$ cat src/hdl/mev_pkg.sv
`timescale 1ns / 1ps
// ----------------------------------------------------------------------------
// mev_pkg - shared types and constants for the mesh element volume block
// Beat formats, derived datapath widths, decomposition table and FSM states.
// ----------------------------------------------------------------------------
package mev_pkg;

    // Coordinate format
    localparam int COORD_BITS = 16;
    localparam int FRAC_BITS  = 8;
    localparam int OUT_FRAC   = 24;
    localparam int SCALE_FRAC = 8;
    localparam int SCALE_W    = 16;
    localparam int VOL_W      = 64;

    localparam logic [SCALE_W-1:0] SCALE_RESET = SCALE_W'(256);

    // Vertex store geometry
    localparam int VERTEX_DEPTH = 8;
    localparam int VIDX_W       = 3;

    // Derived datapath widths
    localparam int DIFF_W  = COORD_BITS + 1;       // edge difference
    localparam int CROSS_W = 2 * DIFF_W + 1;       // cross product component
    localparam int TRIP_W  = CROSS_W + DIFF_W + 2; // one determinant
    localparam int SUM_W   = TRIP_W + 3;           // up to five determinants
    localparam int HALF_W  = (SUM_W + 1) / 2;      // magnitude split for scaling
    localparam int MA_W    = CROSS_W;
    localparam int MB_W    = (DIFF_W > SCALE_W + 1) ? DIFF_W : SCALE_W + 1;
    localparam int MP_W    = MA_W + MB_W;
    localparam int PROD_W  = SUM_W + SCALE_W;

    // volume = prod / (6 * 2^SHIFT) = (prod scaled by 2^-(SHIFT+1)) / 3
    localparam int SHIFT    = 3 * FRAC_BITS + SCALE_FRAC - OUT_FRAC;
    localparam int DSH      = SHIFT + 1;
    localparam int RSH      = (DSH >= 0) ? DSH : 0;
    localparam int LSH      = (DSH < 0) ? -DSH : 0;
    localparam int DIV_W    = PROD_W - DSH;
    localparam int DIV_CHUNK_W = 16;   // dividend digit handled per step
    localparam int DIV_STEPS   = (DIV_W + DIV_CHUNK_W - 1) / DIV_CHUNK_W;
    localparam int DIV_PAD_W   = DIV_STEPS * DIV_CHUNK_W;
    localparam int DIV_CNT_W   = $clog2(DIV_STEPS + 1);
    localparam int QX_W     = (DIV_W > VOL_W + 1) ? DIV_W : VOL_W + 1;

    localparam logic [VOL_W-1:0] VOL_MIN = {1'b1, {(VOL_W-1){1'b0}}};
    localparam logic [VOL_W-1:0] VOL_MAX = ~VOL_MIN;

    // Element type codes
    localparam logic [1:0] MODE_TET   = 2'd0;
    localparam logic [1:0] MODE_PRISM = 2'd1;
    localparam logic [1:0] MODE_HEX   = 2'd2;
    localparam logic [1:0] MODE_NONE  = 2'd3;

    // Decomposition terms: apex, then the three far vertices
    localparam int TERMS  = 9;
    localparam int TERM_W = 4;
    localparam logic [VIDX_W-1:0] DECOMP [TERMS][4] = '{
        '{3'd3, 3'd0, 3'd1, 3'd2},
        '{3'd2, 3'd3, 3'd5, 3'd4},
        '{3'd2, 3'd0, 3'd3, 3'd4},
        '{3'd2, 3'd1, 3'd0, 3'd4},
        '{3'd0, 3'd1, 3'd4, 3'd3},
        '{3'd2, 3'd1, 3'd3, 3'd6},
        '{3'd5, 3'd4, 3'd1, 3'd6},
        '{3'd7, 3'd4, 3'd6, 3'd3},
        '{3'd4, 3'd1, 3'd6, 3'd3}
    };

    typedef logic signed [COORD_BITS-1:0] coord_t;
    typedef logic signed [DIFF_W-1:0]     diff_t;

    typedef struct packed {
        coord_t x;
        coord_t y;
        coord_t z;
    } vertex_t;

    typedef struct packed {
        diff_t x;
        diff_t y;
        diff_t z;
    } diff3_t;

    typedef struct packed {
        logic [1:0]        mode;
        logic [VIDX_W-1:0] vertex_index;
        coord_t            coord_x;
        coord_t            coord_y;
        coord_t            coord_z;
    } in_beat_t;

    typedef struct packed {
        logic signed [VOL_W-1:0] volume;
        logic                    saturated;
    } out_beat_t;

    typedef struct packed {
        logic             start;
        logic [DIV_W-1:0] dividend;
    } div_req_t;

    typedef enum logic [2:0] {
        ST_IDLE,
        ST_LOAD,
        ST_MUL,
        ST_SCALE,
        ST_DIV,
        ST_DONE
    } state_t;

    function automatic logic [TERM_W-1:0] mode_first_term(input logic [1:0] mode);
        logic [TERM_W-1:0] t;
        unique case (mode)
            MODE_TET:   t = TERM_W'(0);
            MODE_PRISM: t = TERM_W'(1);
            MODE_HEX:   t = TERM_W'(4);
            default:    t = TERM_W'(0);
        endcase
        return t;
    endfunction

    function automatic logic [2:0] mode_term_count(input logic [1:0] mode);
        logic [2:0] n;
        unique case (mode)
            MODE_TET:   n = 3'd1;
            MODE_PRISM: n = 3'd3;
            MODE_HEX:   n = 3'd5;
            default:    n = 3'd1;
        endcase
        return n;
    endfunction

    function automatic logic [VIDX_W-1:0] mode_last_vertex(input logic [1:0] mode);
        logic [VIDX_W-1:0] v;
        unique case (mode)
            MODE_TET:   v = 3'd3;
            MODE_PRISM: v = 3'd5;
            MODE_HEX:   v = 3'd7;
            default:    v = 3'd0;
        endcase
        return v;
    endfunction

endpackage

$ cat src/hdl/mev_vertex_store.sv
`timescale 1ns / 1ps
// ----------------------------------------------------------------------------
// mev_vertex_store - eight-entry vertex memory
// One write port, one read port with registered read data. No reset.
// ----------------------------------------------------------------------------
module mev_vertex_store
    import mev_pkg::*;
(
    input  logic              aclk,
    input  logic              wr_en,
    input  logic [VIDX_W-1:0] wr_addr,
    input  vertex_t           wr_data,
    input  logic [VIDX_W-1:0] rd_addr,
    output vertex_t           rd_data
);

    vertex_t mem [VERTEX_DEPTH];
    vertex_t rd_data_reg;

    always_ff @(posedge aclk) begin
        if (wr_en) begin
            mem[wr_addr] <= wr_data;
        end
        rd_data_reg <= mem[rd_addr];
    end

    assign rd_data = rd_data_reg;

endmodule

$ cat src/hdl/mev_div3.sv
`timescale 1ns / 1ps
// ----------------------------------------------------------------------------
// mev_div3 - divide by three, one 16-bit digit per cycle
// Long division on DIV_CHUNK_W-bit digits, each digit quotient taken from a
// reciprocal multiply.
// ----------------------------------------------------------------------------
module mev_div3
    import mev_pkg::*;
(
    input  logic             aclk,
    input  logic             aresetn,
    input  div_req_t         req,
    output logic [DIV_W-1:0] quotient,
    output logic             done
);

    localparam int CUR_W    = DIV_CHUNK_W + 2;
    localparam int RECIP_SH = DIV_CHUNK_W + 3;
    localparam logic [CUR_W-1:0] RECIP = CUR_W'(((1 << RECIP_SH) + 2) / 3);

    logic [DIV_PAD_W-1:0]   dq_reg, dq_next;
    logic [1:0]             rem_reg, rem_next;
    logic [DIV_CNT_W-1:0]   cnt_reg;
    logic                   busy_reg;
    logic                   done_reg;
    logic [CUR_W-1:0]       cur;
    logic [2*CUR_W-1:0]     recip_prod;
    logic [DIV_CHUNK_W-1:0] qdigit;
    logic [CUR_W-1:0]       qdigit_x3;

    // dividend digits shift out the top while quotient digits shift in the
    // bottom; cur < 3 * 2^DIV_CHUNK_W keeps the reciprocal quotient exact
    always_comb begin
        cur        = {rem_reg, dq_reg[DIV_PAD_W-1 -: DIV_CHUNK_W]};
        recip_prod = cur * RECIP;
        qdigit     = DIV_CHUNK_W'(recip_prod >> RECIP_SH);
        qdigit_x3  = {1'b0, qdigit, 1'b0} + {2'b00, qdigit};
        rem_next   = 2'(cur - qdigit_x3);
        dq_next    = {dq_reg[DIV_PAD_W-DIV_CHUNK_W-1:0], qdigit};
    end

    always_ff @(posedge aclk) begin
        if (!aresetn) begin
            busy_reg <= 1'b0;
            done_reg <= 1'b0;
            cnt_reg  <= '0;
        end else if (req.start) begin
            busy_reg <= 1'b1;
            done_reg <= 1'b0;
            cnt_reg  <= DIV_CNT_W'(DIV_STEPS);
        end else if (busy_reg) begin
            cnt_reg <= cnt_reg - 1'b1;
            if (cnt_reg == DIV_CNT_W'(1)) begin
                busy_reg <= 1'b0;
                done_reg <= 1'b1;
            end
        end else begin
            done_reg <= 1'b0;
        end
    end

    always_ff @(posedge aclk) begin
        if (req.start) begin
            dq_reg  <= DIV_PAD_W'(req.dividend);
            rem_reg <= '0;
        end else if (busy_reg) begin
            dq_reg  <= dq_next;
            rem_reg <= rem_next;
        end
    end

    assign quotient = dq_reg[DIV_W-1:0];
    assign done     = done_reg;

endmodule

$ cat src/hdl/mesh_element_volume.sv
`timescale 1ns / 1ps
// ----------------------------------------------------------------------------
// mesh_element_volume - signed volume of tetrahedra, prisms and hexahedra
// Collects element vertices and computes the scaled, saturated volume.
// ----------------------------------------------------------------------------
// Usage:
//   s_ channel: one vertex per beat (type, index, Q7.8 x/y/z). Vertices are
//   written into an 8-entry store. A beat with an unused type code is taken
//   and dropped. The beat carrying an element's last vertex (index 3, 5 or 7)
//   starts the volume computation; s_ready stays high after every other beat.
//   m_ channel: one result beat per element, volume with 24 fraction bits,
//   clipped to the signed 64-bit range, with a flag when clipping happened.
//   cfg_we/cfg_wdata: scale_cube register (Q8.8), write only while idle.
// Sequence:
//   per decomposition term, 5 load steps and 13 steps of the shared
//   multiplier; then the scaling steps, the divide-by-3 unit, a state that
//   takes its quotient and the load of the result register, up to m_valid.
//   s_ready is low meanwhile and returns high as the result is loaded.
// Reset: aresetn (sync, active low) clears the sequencer and the result
//   valid flag; scale_cube returns to 1.0. The vertex store is not cleared.
// Stall: the result register holds a beat until m_ready; vertices keep
//   loading meanwhile, and a finished volume waits until the register frees.
// ----------------------------------------------------------------------------
module mesh_element_volume
    import mev_pkg::*;
(
    input  logic               aclk,
    input  logic               aresetn,
    input  logic               cfg_we,
    input  logic [SCALE_W-1:0] cfg_wdata,
    input  logic               s_valid,
    output logic               s_ready,
    input  in_beat_t           s_data,
    output logic               m_valid,
    input  logic               m_ready,
    output out_beat_t          m_data
);

    // load steps: issue apex read, then take apex, p, q, r data
    localparam logic [3:0] LD_ISSUE_A = 4'd0;
    localparam logic [3:0] LD_TAKE_A  = 4'd1;
    localparam logic [3:0] LD_TAKE_P  = 4'd2;
    localparam logic [3:0] LD_TAKE_Q  = 4'd3;
    localparam logic [3:0] LD_TAKE_R  = 4'd4;

    // multiply steps, named after the product issued (or the step's job)
    localparam logic [3:0] MS_VYWZ = 4'd0;
    localparam logic [3:0] MS_VZWY = 4'd1;
    localparam logic [3:0] MS_CX   = 4'd2;
    localparam logic [3:0] MS_UXC  = 4'd3;
    localparam logic [3:0] MS_VZWX = 4'd4;
    localparam logic [3:0] MS_VXWZ = 4'd5;
    localparam logic [3:0] MS_CY   = 4'd6;
    localparam logic [3:0] MS_UYC  = 4'd7;
    localparam logic [3:0] MS_VXWY = 4'd8;
    localparam logic [3:0] MS_VYWX = 4'd9;
    localparam logic [3:0] MS_CZ   = 4'd10;
    localparam logic [3:0] MS_UZC  = 4'd11;
    localparam logic [3:0] MS_LAST = 4'd12;

    // scaling steps
    localparam logic [3:0] SC_MAG = 4'd0;
    localparam logic [3:0] SC_LO  = 4'd1;
    localparam logic [3:0] SC_HI  = 4'd2;
    localparam logic [3:0] SC_SUM = 4'd3;
    localparam logic [3:0] SC_GO  = 4'd4;

    state_t            state_reg, state_next;
    logic [3:0]        step_reg, step_next;
    logic [TERM_W-1:0] term_reg, term_next;
    logic [2:0]        left_reg, left_next;

    logic [SCALE_W-1:0] scale_cube_reg;

    logic              in_take;
    logic              mode_ok;
    logic              elem_last;
    logic              elem_start;
    logic              out_load;
    logic [VIDX_W-1:0] rd_addr;
    vertex_t           rd_data;
    vertex_t           wr_vertex;

    vertex_t                  a_reg;
    diff3_t                   u_reg, v_reg, w_reg;
    logic signed [MA_W-1:0]   mul_a;
    logic signed [MB_W-1:0]   mul_b;
    logic signed [MP_W-1:0]   prod_reg;
    logic signed [CROSS_W-1:0] cr_reg;
    logic signed [CROSS_W-1:0] cross_p;
    logic signed [SUM_W-1:0]  sum_reg;
    logic signed [SUM_W-1:0]  sum_p;
    logic [SUM_W-1:0]         mag_reg;
    logic                     neg_reg;
    logic [PROD_W-1:0]        pacc_reg;
    logic [PROD_W-1:0]        prod_u;

    div_req_t          div_req;
    logic [DIV_W-1:0]  quotient;
    logic              div_done;
    logic [QX_W-1:0]   qx;
    logic [QX_W-1:0]   q_limit;
    out_beat_t         result;
    logic              m_valid_reg;
    out_beat_t         m_data_reg;

    function automatic diff3_t vdiff(input vertex_t a, input vertex_t b);
        diff3_t d;
        d.x = {a.x[COORD_BITS-1], a.x} - {b.x[COORD_BITS-1], b.x};
        d.y = {a.y[COORD_BITS-1], a.y} - {b.y[COORD_BITS-1], b.y};
        d.z = {a.z[COORD_BITS-1], a.z} - {b.z[COORD_BITS-1], b.z};
        return d;
    endfunction

    function automatic logic signed [MA_W-1:0] ext_a(input diff_t d);
        return MA_W'(d);
    endfunction

    function automatic logic signed [MB_W-1:0] ext_b(input diff_t d);
        return MB_W'(d);
    endfunction

    // ---------------- input decode ----------------
    assign mode_ok   = (s_data.mode != MODE_NONE);
    assign elem_last = mode_ok && (s_data.vertex_index == mode_last_vertex(s_data.mode));
    assign in_take   = s_valid && s_ready;

    assign wr_vertex.x = s_data.coord_x;
    assign wr_vertex.y = s_data.coord_y;
    assign wr_vertex.z = s_data.coord_z;

    mev_vertex_store u_store (
        .aclk    (aclk),
        .wr_en   (in_take && mode_ok),
        .wr_addr (s_data.vertex_index),
        .wr_data (wr_vertex),
        .rd_addr (rd_addr),
        .rd_data (rd_data)
    );

    // ---------------- configuration ----------------
    always_ff @(posedge aclk) begin
        if (!aresetn) begin
            scale_cube_reg <= SCALE_RESET;
        end else if (cfg_we) begin
            scale_cube_reg <= cfg_wdata;
        end
    end

    // ---------------- sequencer ----------------
    always_ff @(posedge aclk) begin
        if (!aresetn) begin
            state_reg <= ST_IDLE;
            step_reg  <= '0;
            term_reg  <= '0;
            left_reg  <= '0;
        end else begin
            state_reg <= state_next;
            step_reg  <= step_next;
            term_reg  <= term_next;
            left_reg  <= left_next;
        end
    end

    always_comb begin
        state_next       = state_reg;
        step_next        = step_reg;
        term_next        = term_reg;
        left_next        = left_reg;
        s_ready          = 1'b0;
        elem_start       = 1'b0;
        out_load         = 1'b0;
        div_req.start    = 1'b0;
        div_req.dividend = DIV_W'(pacc_reg >> RSH) << LSH;
        rd_addr          = '0;

        unique case (state_reg)
            ST_IDLE: begin
                s_ready = 1'b1;
                if (s_valid && elem_last) begin
                    elem_start = 1'b1;
                    state_next = ST_LOAD;
                    step_next  = LD_ISSUE_A;
                    term_next  = mode_first_term(s_data.mode);
                    left_next  = 3'(mode_term_count(s_data.mode) - 3'd1);
                end
            end
            ST_LOAD: begin
                if (step_reg < LD_TAKE_R) begin
                    rd_addr = DECOMP[term_reg][step_reg[1:0]];
                end
                if (step_reg == LD_TAKE_R) begin
                    state_next = ST_MUL;
                    step_next  = MS_VYWZ;
                end else begin
                    step_next = step_reg + 1'b1;
                end
            end
            ST_MUL: begin
                if (step_reg == MS_LAST) begin
                    if (left_reg == '0) begin
                        state_next = ST_SCALE;
                        step_next  = SC_MAG;
                    end else begin
                        state_next = ST_LOAD;
                        step_next  = LD_ISSUE_A;
                        term_next  = term_reg + 1'b1;
                        left_next  = left_reg - 1'b1;
                    end
                end else begin
                    step_next = step_reg + 1'b1;
                end
            end
            ST_SCALE: begin
                if (step_reg == SC_GO) begin
                    div_req.start = 1'b1;
                    state_next    = ST_DIV;
                end else begin
                    step_next = step_reg + 1'b1;
                end
            end
            ST_DIV: begin
                if (div_done) begin
                    state_next = ST_DONE;
                end
            end
            ST_DONE: begin
                if (!m_valid_reg || m_ready) begin
                    out_load   = 1'b1;
                    state_next = ST_IDLE;
                end
            end
            default: begin
                state_next = ST_IDLE;
            end
        endcase
    end

    // ---------------- shared multiplier ----------------
    // operand select; the product is registered and consumed in the next step
    always_comb begin
        mul_a = '0;
        mul_b = '0;
        if (state_reg == ST_MUL) begin
            case (step_reg)
                MS_VYWZ: begin mul_a = ext_a(v_reg.y); mul_b = ext_b(w_reg.z); end
                MS_VZWY: begin mul_a = ext_a(v_reg.z); mul_b = ext_b(w_reg.y); end
                MS_UXC:  begin mul_a = cr_reg;         mul_b = ext_b(u_reg.x); end
                MS_VZWX: begin mul_a = ext_a(v_reg.z); mul_b = ext_b(w_reg.x); end
                MS_VXWZ: begin mul_a = ext_a(v_reg.x); mul_b = ext_b(w_reg.z); end
                MS_UYC:  begin mul_a = cr_reg;         mul_b = ext_b(u_reg.y); end
                MS_VXWY: begin mul_a = ext_a(v_reg.x); mul_b = ext_b(w_reg.y); end
                MS_VYWX: begin mul_a = ext_a(v_reg.y); mul_b = ext_b(w_reg.x); end
                MS_UZC:  begin mul_a = cr_reg;         mul_b = ext_b(u_reg.z); end
                default: ;
            endcase
        end else if (state_reg == ST_SCALE) begin
            case (step_reg)
                SC_LO: begin
                    mul_a = MA_W'(mag_reg[HALF_W-1:0]);
                    mul_b = MB_W'(scale_cube_reg);
                end
                SC_HI: begin
                    mul_a = MA_W'(mag_reg[SUM_W-1:HALF_W]);
                    mul_b = MB_W'(scale_cube_reg);
                end
                default: ;
            endcase
        end
    end

    assign cross_p = CROSS_W'(prod_reg);
    assign sum_p   = SUM_W'(prod_reg);
    assign prod_u  = PROD_W'(prod_reg);

    // ---------------- datapath ----------------
    always_ff @(posedge aclk) begin
        prod_reg <= mul_a * mul_b;

        if (elem_start) begin
            sum_reg <= '0;
        end

        if (state_reg == ST_LOAD) begin
            case (step_reg)
                LD_TAKE_A: a_reg <= rd_data;
                LD_TAKE_P: u_reg <= vdiff(a_reg, rd_data);
                LD_TAKE_Q: v_reg <= vdiff(a_reg, rd_data);
                LD_TAKE_R: w_reg <= vdiff(a_reg, rd_data);
                default: ;
            endcase
        end

        // cx = vy*wz - vz*wy, cy = vz*wx - vx*wz, cz = vx*wy - vy*wx
        if (state_reg == ST_MUL) begin
            case (step_reg) inside
                MS_VZWY, MS_VXWZ, MS_VYWX: cr_reg  <= cross_p;
                MS_CX, MS_CY, MS_CZ:       cr_reg  <= cr_reg - cross_p;
                MS_VZWX, MS_VXWY, MS_LAST: sum_reg <= sum_reg + sum_p;
                default: ;
            endcase
        end

        if (state_reg == ST_SCALE) begin
            case (step_reg)
                SC_MAG: begin
                    neg_reg <= sum_reg[SUM_W-1];
                    mag_reg <= sum_reg[SUM_W-1] ? SUM_W'(-sum_reg) : SUM_W'(sum_reg);
                end
                SC_HI:  pacc_reg <= prod_u;
                SC_SUM: pacc_reg <= pacc_reg + (prod_u << HALF_W);
                default: ;
            endcase
        end
    end

    mev_div3 u_div3 (
        .aclk     (aclk),
        .aresetn  (aresetn),
        .req      (div_req),
        .quotient (quotient),
        .done     (div_done)
    );

    // ---------------- sign and clipping ----------------
    assign qx      = QX_W'(quotient);
    assign q_limit = QX_W'(1) << (VOL_W - 1);

    always_comb begin
        if (neg_reg) begin
            result.saturated = (qx > q_limit);
            result.volume    = result.saturated ? VOL_MIN : VOL_W'(0) - VOL_W'(qx);
        end else begin
            result.saturated = (qx >= q_limit);
            result.volume    = result.saturated ? VOL_MAX : VOL_W'(qx);
        end
    end

    // ---------------- result register ----------------
    always_ff @(posedge aclk) begin
        if (!aresetn) begin
            m_valid_reg <= 1'b0;
        end else if (out_load) begin
            m_valid_reg <= 1'b1;
        end else if (m_ready) begin
            m_valid_reg <= 1'b0;
        end
    end

    always_ff @(posedge aclk) begin
        if (out_load) begin
            m_data_reg <= result;
        end
    end

    assign m_valid = m_valid_reg;
    assign m_data  = m_data_reg;

endmodule

$ cat config.mk
export PLATFORM = sky130hd
export DESIGN_NAME = mesh_element_volume
export DESIGN_NICKNAME = d
export VERILOG_FILES = /design/src/hdl/mev_pkg.sv /design/src/hdl/mev_vertex_store.sv /design/src/hdl/mev_div3.sv /design/src/hdl/mesh_element_volume.sv
export SDC_FILE = /design/constraint.sdc
export NUM_CORES = 2
export LEC_CHECK = 0
export ABC_AREA = 1
export BUFFER_PORTS_ARGS = -buffer_cell sky130_fd_sc_hd__buf_2
export CELL_PAD_IN_SITES_DETAIL_PLACEMENT = 1
export CELL_PAD_IN_SITES_GLOBAL_PLACEMENT = 2
export CORE_MARGIN = 2
export CORE_UTILIZATION = 35
export DETAILED_ROUTE_END_ITERATION = 16
export PLACE_DENSITY = 0.72
export SLEW_MARGIN = 0
export SYNTH_ARGS = -nofsm -noshare
export SYNTH_HDL_FRONTEND = slang
export SYNTH_SLANG_ARGS = --single-unit
$ cat constraint.sdc
create_clock -name aclk -period 9.7 [get_ports aclk]
set_clock_uncertainty 0.2 [all_clocks]
set_input_delay 1.455 -clock aclk [delete_from_list [all_inputs] [get_ports aclk]]
set_output_delay 1.455 -clock aclk [all_outputs]
set_load 0.005 [all_outputs]
==> qor.yml <==
port_buffers: 140
grt_usage_pct: 26.4
crit_start: "step_reg[0]"
hpwl_um: 256000
hold_violations: 0
post_synth_xor_area_fraction_pct: 2.78
irDropWorstVdd_v: 0.000234
die_x_um: 490
p_int_w: 0.0125
finalSetupViolCount: 0
ys_warn_count: 0
swShare_pct: 47.5
slew_violations: 0
cp.required_ns: 10.18
synthSimpleGateAreaFrac_pct: 19.2
dr.pass1.iters: 6
synthTopCellsByCount: "nand2_1, inv_1, nor2_1, edfxtp_1, fa_1"
yosys.area_share.adder_pct: 23.9
final.setup.tns_ns: 0
num-fill-cells: 27800
r2r_start: "step_reg[0]"
dpl_cell_area_um2: 87300
root_buffer: "clkbuf_16"
ys_async_sr_fraction_pct: 0
antenna_left: 0
worstSetupPathType: "reg -> reg"
grt_pass1_wl_um: 474000
start_kind: "register"
h-tree-depth: 4
synthFlopType: "edfxtp_1"
yosysTopAreaCell: "edfxtp_1"
drtIter0Drc: 5162
cp_max_fo: 32
wl_per_cell_um: 24.7
p_seq_share_pct: 27.6
worstPathArrival_ns: 9.54
die-area_um2: 240000
post-synth-top-count-cell: "nand2_1"
via_per_inst: 5.19
worstHoldPathType: "reg -> reg"
syn_to_final_growth_pct: 11.1
cts_setup_buffers: 0
path_clk_slew_ns: 0.06
cts_tree: "built"
syn_area_per_cell_um2: 8.64
worstSetupEndpoint: "prod_reg[32]"
synthMuxAreaShare_pct: 0
clock_latency_ns: 0.84
cellLeakagePower_nw: 40.9
clkPwrFrac_pct: 22.2
rsz0062_at_grt: "no"
cts_sinks: 1066
syn_inst: 9580
critPathCaptureType: "register"
synth_edf_count: 871
rrSetupSlack_ns: 0.63
cp_slowest_cell: "fa_1"
p_per_area_nw_per_um2: 258
gp_congestion: 0.953
first_global_vias: 70500
ys_seq_area_share_pct: 36.3
stdcell_area_um2: 92000
vias: 67300
synth-compound-area-share_pct: 8.92
fin_nets: 11000
reg2reg_to: "prod_reg[32]"
die_h_um: 490
max_freq_mhz: 110
period_minus_slack_ns: 9.07
netlist_area_um2: 82800
numCtsBuffers: 131
crit_path_max_incr_delay_ns: 0.56
antenna_found_initial: 35
route.detailed.drc: 0
synth_fp_nets: 10800
relSlewSlack_pct: 21.4
grt_max_degree: 150
crit_top_cell: "fa_1"
drive_gt1_share_pct: 6.03
num_rows: 178
switching_power_w: 0.0113
wl_um: 320000
worst_pin_slew_ns: 1.18
pin_count: 141
cts_buffer_depth: 3
initial_core_util_pct: 35.2
status: "completed"
cap_viol_max_count: 0
cts_resized: 0
cts_hold_buffers: 0
power_w: 0.0237
combinationalPowerShare_pct: 50.2
synth-seq-cells: 1066
r2r_cells: 29
synth.area.top_cells: "edfxtp_1, fa_1, nand2_1, ha_1, inv_1"
core-area_um2: 235000
largest_reg_flops: 384
period_share_pct: 93.5
synth_top_family_by_area: "adder cells"
ys_types: 63
overflow: 0
synth.top_cell.area_share_pct: 31.6
## logic make-up after synthesis
kind of cell / count (synthesis)
buffers and inverters: 1907
adder cells (fa/ha/maj): 1171
XOR/XNOR: 263
AND/OR/NAND/NOR: 3904
flip-flops: 1066
AO/OA/AOI/OAI: 1269
## placed cells by master (no fill, tap or decap), types with 13 or more instances in the layout
| cell | Yosys | layout |
|---|---|---|
| inv_1 | 1606 | 1604 |
| a31oi_1 | 45 | 45 |
| a21o_1 | 26 | 26 |
| nand2_1 | 2140 | 2137 |
| fa_1 | 682 | 682 |
| nor2_1 | 1039 | 1027 |
| buf_2 | 110 | 140 |
| bufinv_16 | 0 | 14 |
| nand4_1 | 104 | 104 |
| clkinv_1 | 6 | 15 |
| ha_1 | 489 | 489 |
| diode_2 | 0 | 14 |
| buf_4 | 17 | 115 |
| o21bai_1 | 43 | 43 |
| clkinv_16 | 0 | 13 |
| xnor2_1 | 88 | 88 |
| a22o_1 | 21 | 21 |
| clkbuf_16 | 0 | 133 |
| clkinv_2 | 0 | 18 |
| edfxtp_1 | 871 | 871 |
| inv_2 | 38 | 40 |
| dfxtp_1 | 195 | 194 |
| a21oi_1 | 375 | 374 |
| o221ai_1 | 20 | 20 |
| nor3_1 | 94 | 87 |
| xor2_1 | 175 | 175 |
| o211ai_1 | 27 | 27 |
| nand3_1 | 433 | 432 |
| o31ai_1 | 16 | 16 |
| a21boi_0 | 17 | 17 |
| o21ai_1 | 29 | 29 |
| nor4_1 | 23 | 23 |
| or2_2 | 17 | 17 |
| a221oi_1 | 14 | 14 |
| nand3b_1 | 13 | 13 |
| a22oi_1 | 40 | 40 |
| o21ai_0 | 546 | 546 |
| clkbuf_1 | 120 | 25 |
## routing by layer
layer | GRT usage (%) | routed length (µm)
met1 | 36.2 | 143000
met3 | 3.81 | 18100
met4 | 8.24 | 10300
met5 | 0 | 163
met2 | 42.9 | 149000
## how the worst min path moves through the flow
| stage | startpoint | endpoint | slack [ns] | cells after the start |
|---|---|---|---|---|
| detailed placement | u_store.rd_data[34] | a_reg[34] | 0.22 | 0 |
| floorplan | sum_reg[56] | neg_reg | 0.21 | 0 |
| CTS | u_store.rd_data[22] | a_reg[22] | 0.23 | 0 |
| global placement | u_store.rd_data[43] | a_reg[43] | 0.22 | 0 |
| global route | u_store.rd_data[22] | a_reg[22] | 0.24 | 0 |
| finish | u_store.rd_data[41] | a_reg[41] | 0.23 | 0 |
## stage by stage
stage | worst slack [ns] | util, % | hold WS [ns] | cells
floorplan | 2.56 | - | 0.206 | 9580
global placement | 0.814 | 37.1 | 0.216 | 12700
detailed placement | 0.819 | 37.1 | 0.219 | 12700
CTS | 0.757 | 39.1 | 0.228 | 13000
global route | 0.190 | 39.1 | 0.241 | 13000
finish | 0.634 | 39.1 | 0.233 | 13000
## worst max-delay path, delay by kind of cell (launching register included)
kind / cells / cell delay [ns]
AO/OA/AOI/OAI: 5 / 1.54
AND/OR/NAND/NOR: 10 / 1.95
flip-flops: 1 / 0.55
buffers and inverters: 6 / 0.84
adder cells (fa/ha/maj): 8 / 3.76
## layout make-up
class	instances	area (µm²)	area share, %
multi-input cells	6607	45500	49.5
flip-flops and latches	1066	30100	32.7
inverters	1651	6200	6.74
well taps	3150	3940	4.28
clock buffers	168	3560	3.87
repair buffers	256	1580	1.72
clock inverters	73	1100	1.20
diodes	14	35.0	0.0381
## power by group through the flow
stage | combinational, W | clock [W] | sequential, W
global route | 0.0133 | 0.00553 | 0.00657
floorplan | 0.00765 | 0 | 0.00619
CTS | 0.0121 | 0.00537 | 0.00654
finish | 0.0119 | 0.00527 | 0.00655
detailed placement | 0.0120 | 0 | 0.00663
global placement | 0.0118 | 0 | 0.00662
No activity file was read; power rests on OpenSTA's default activity.
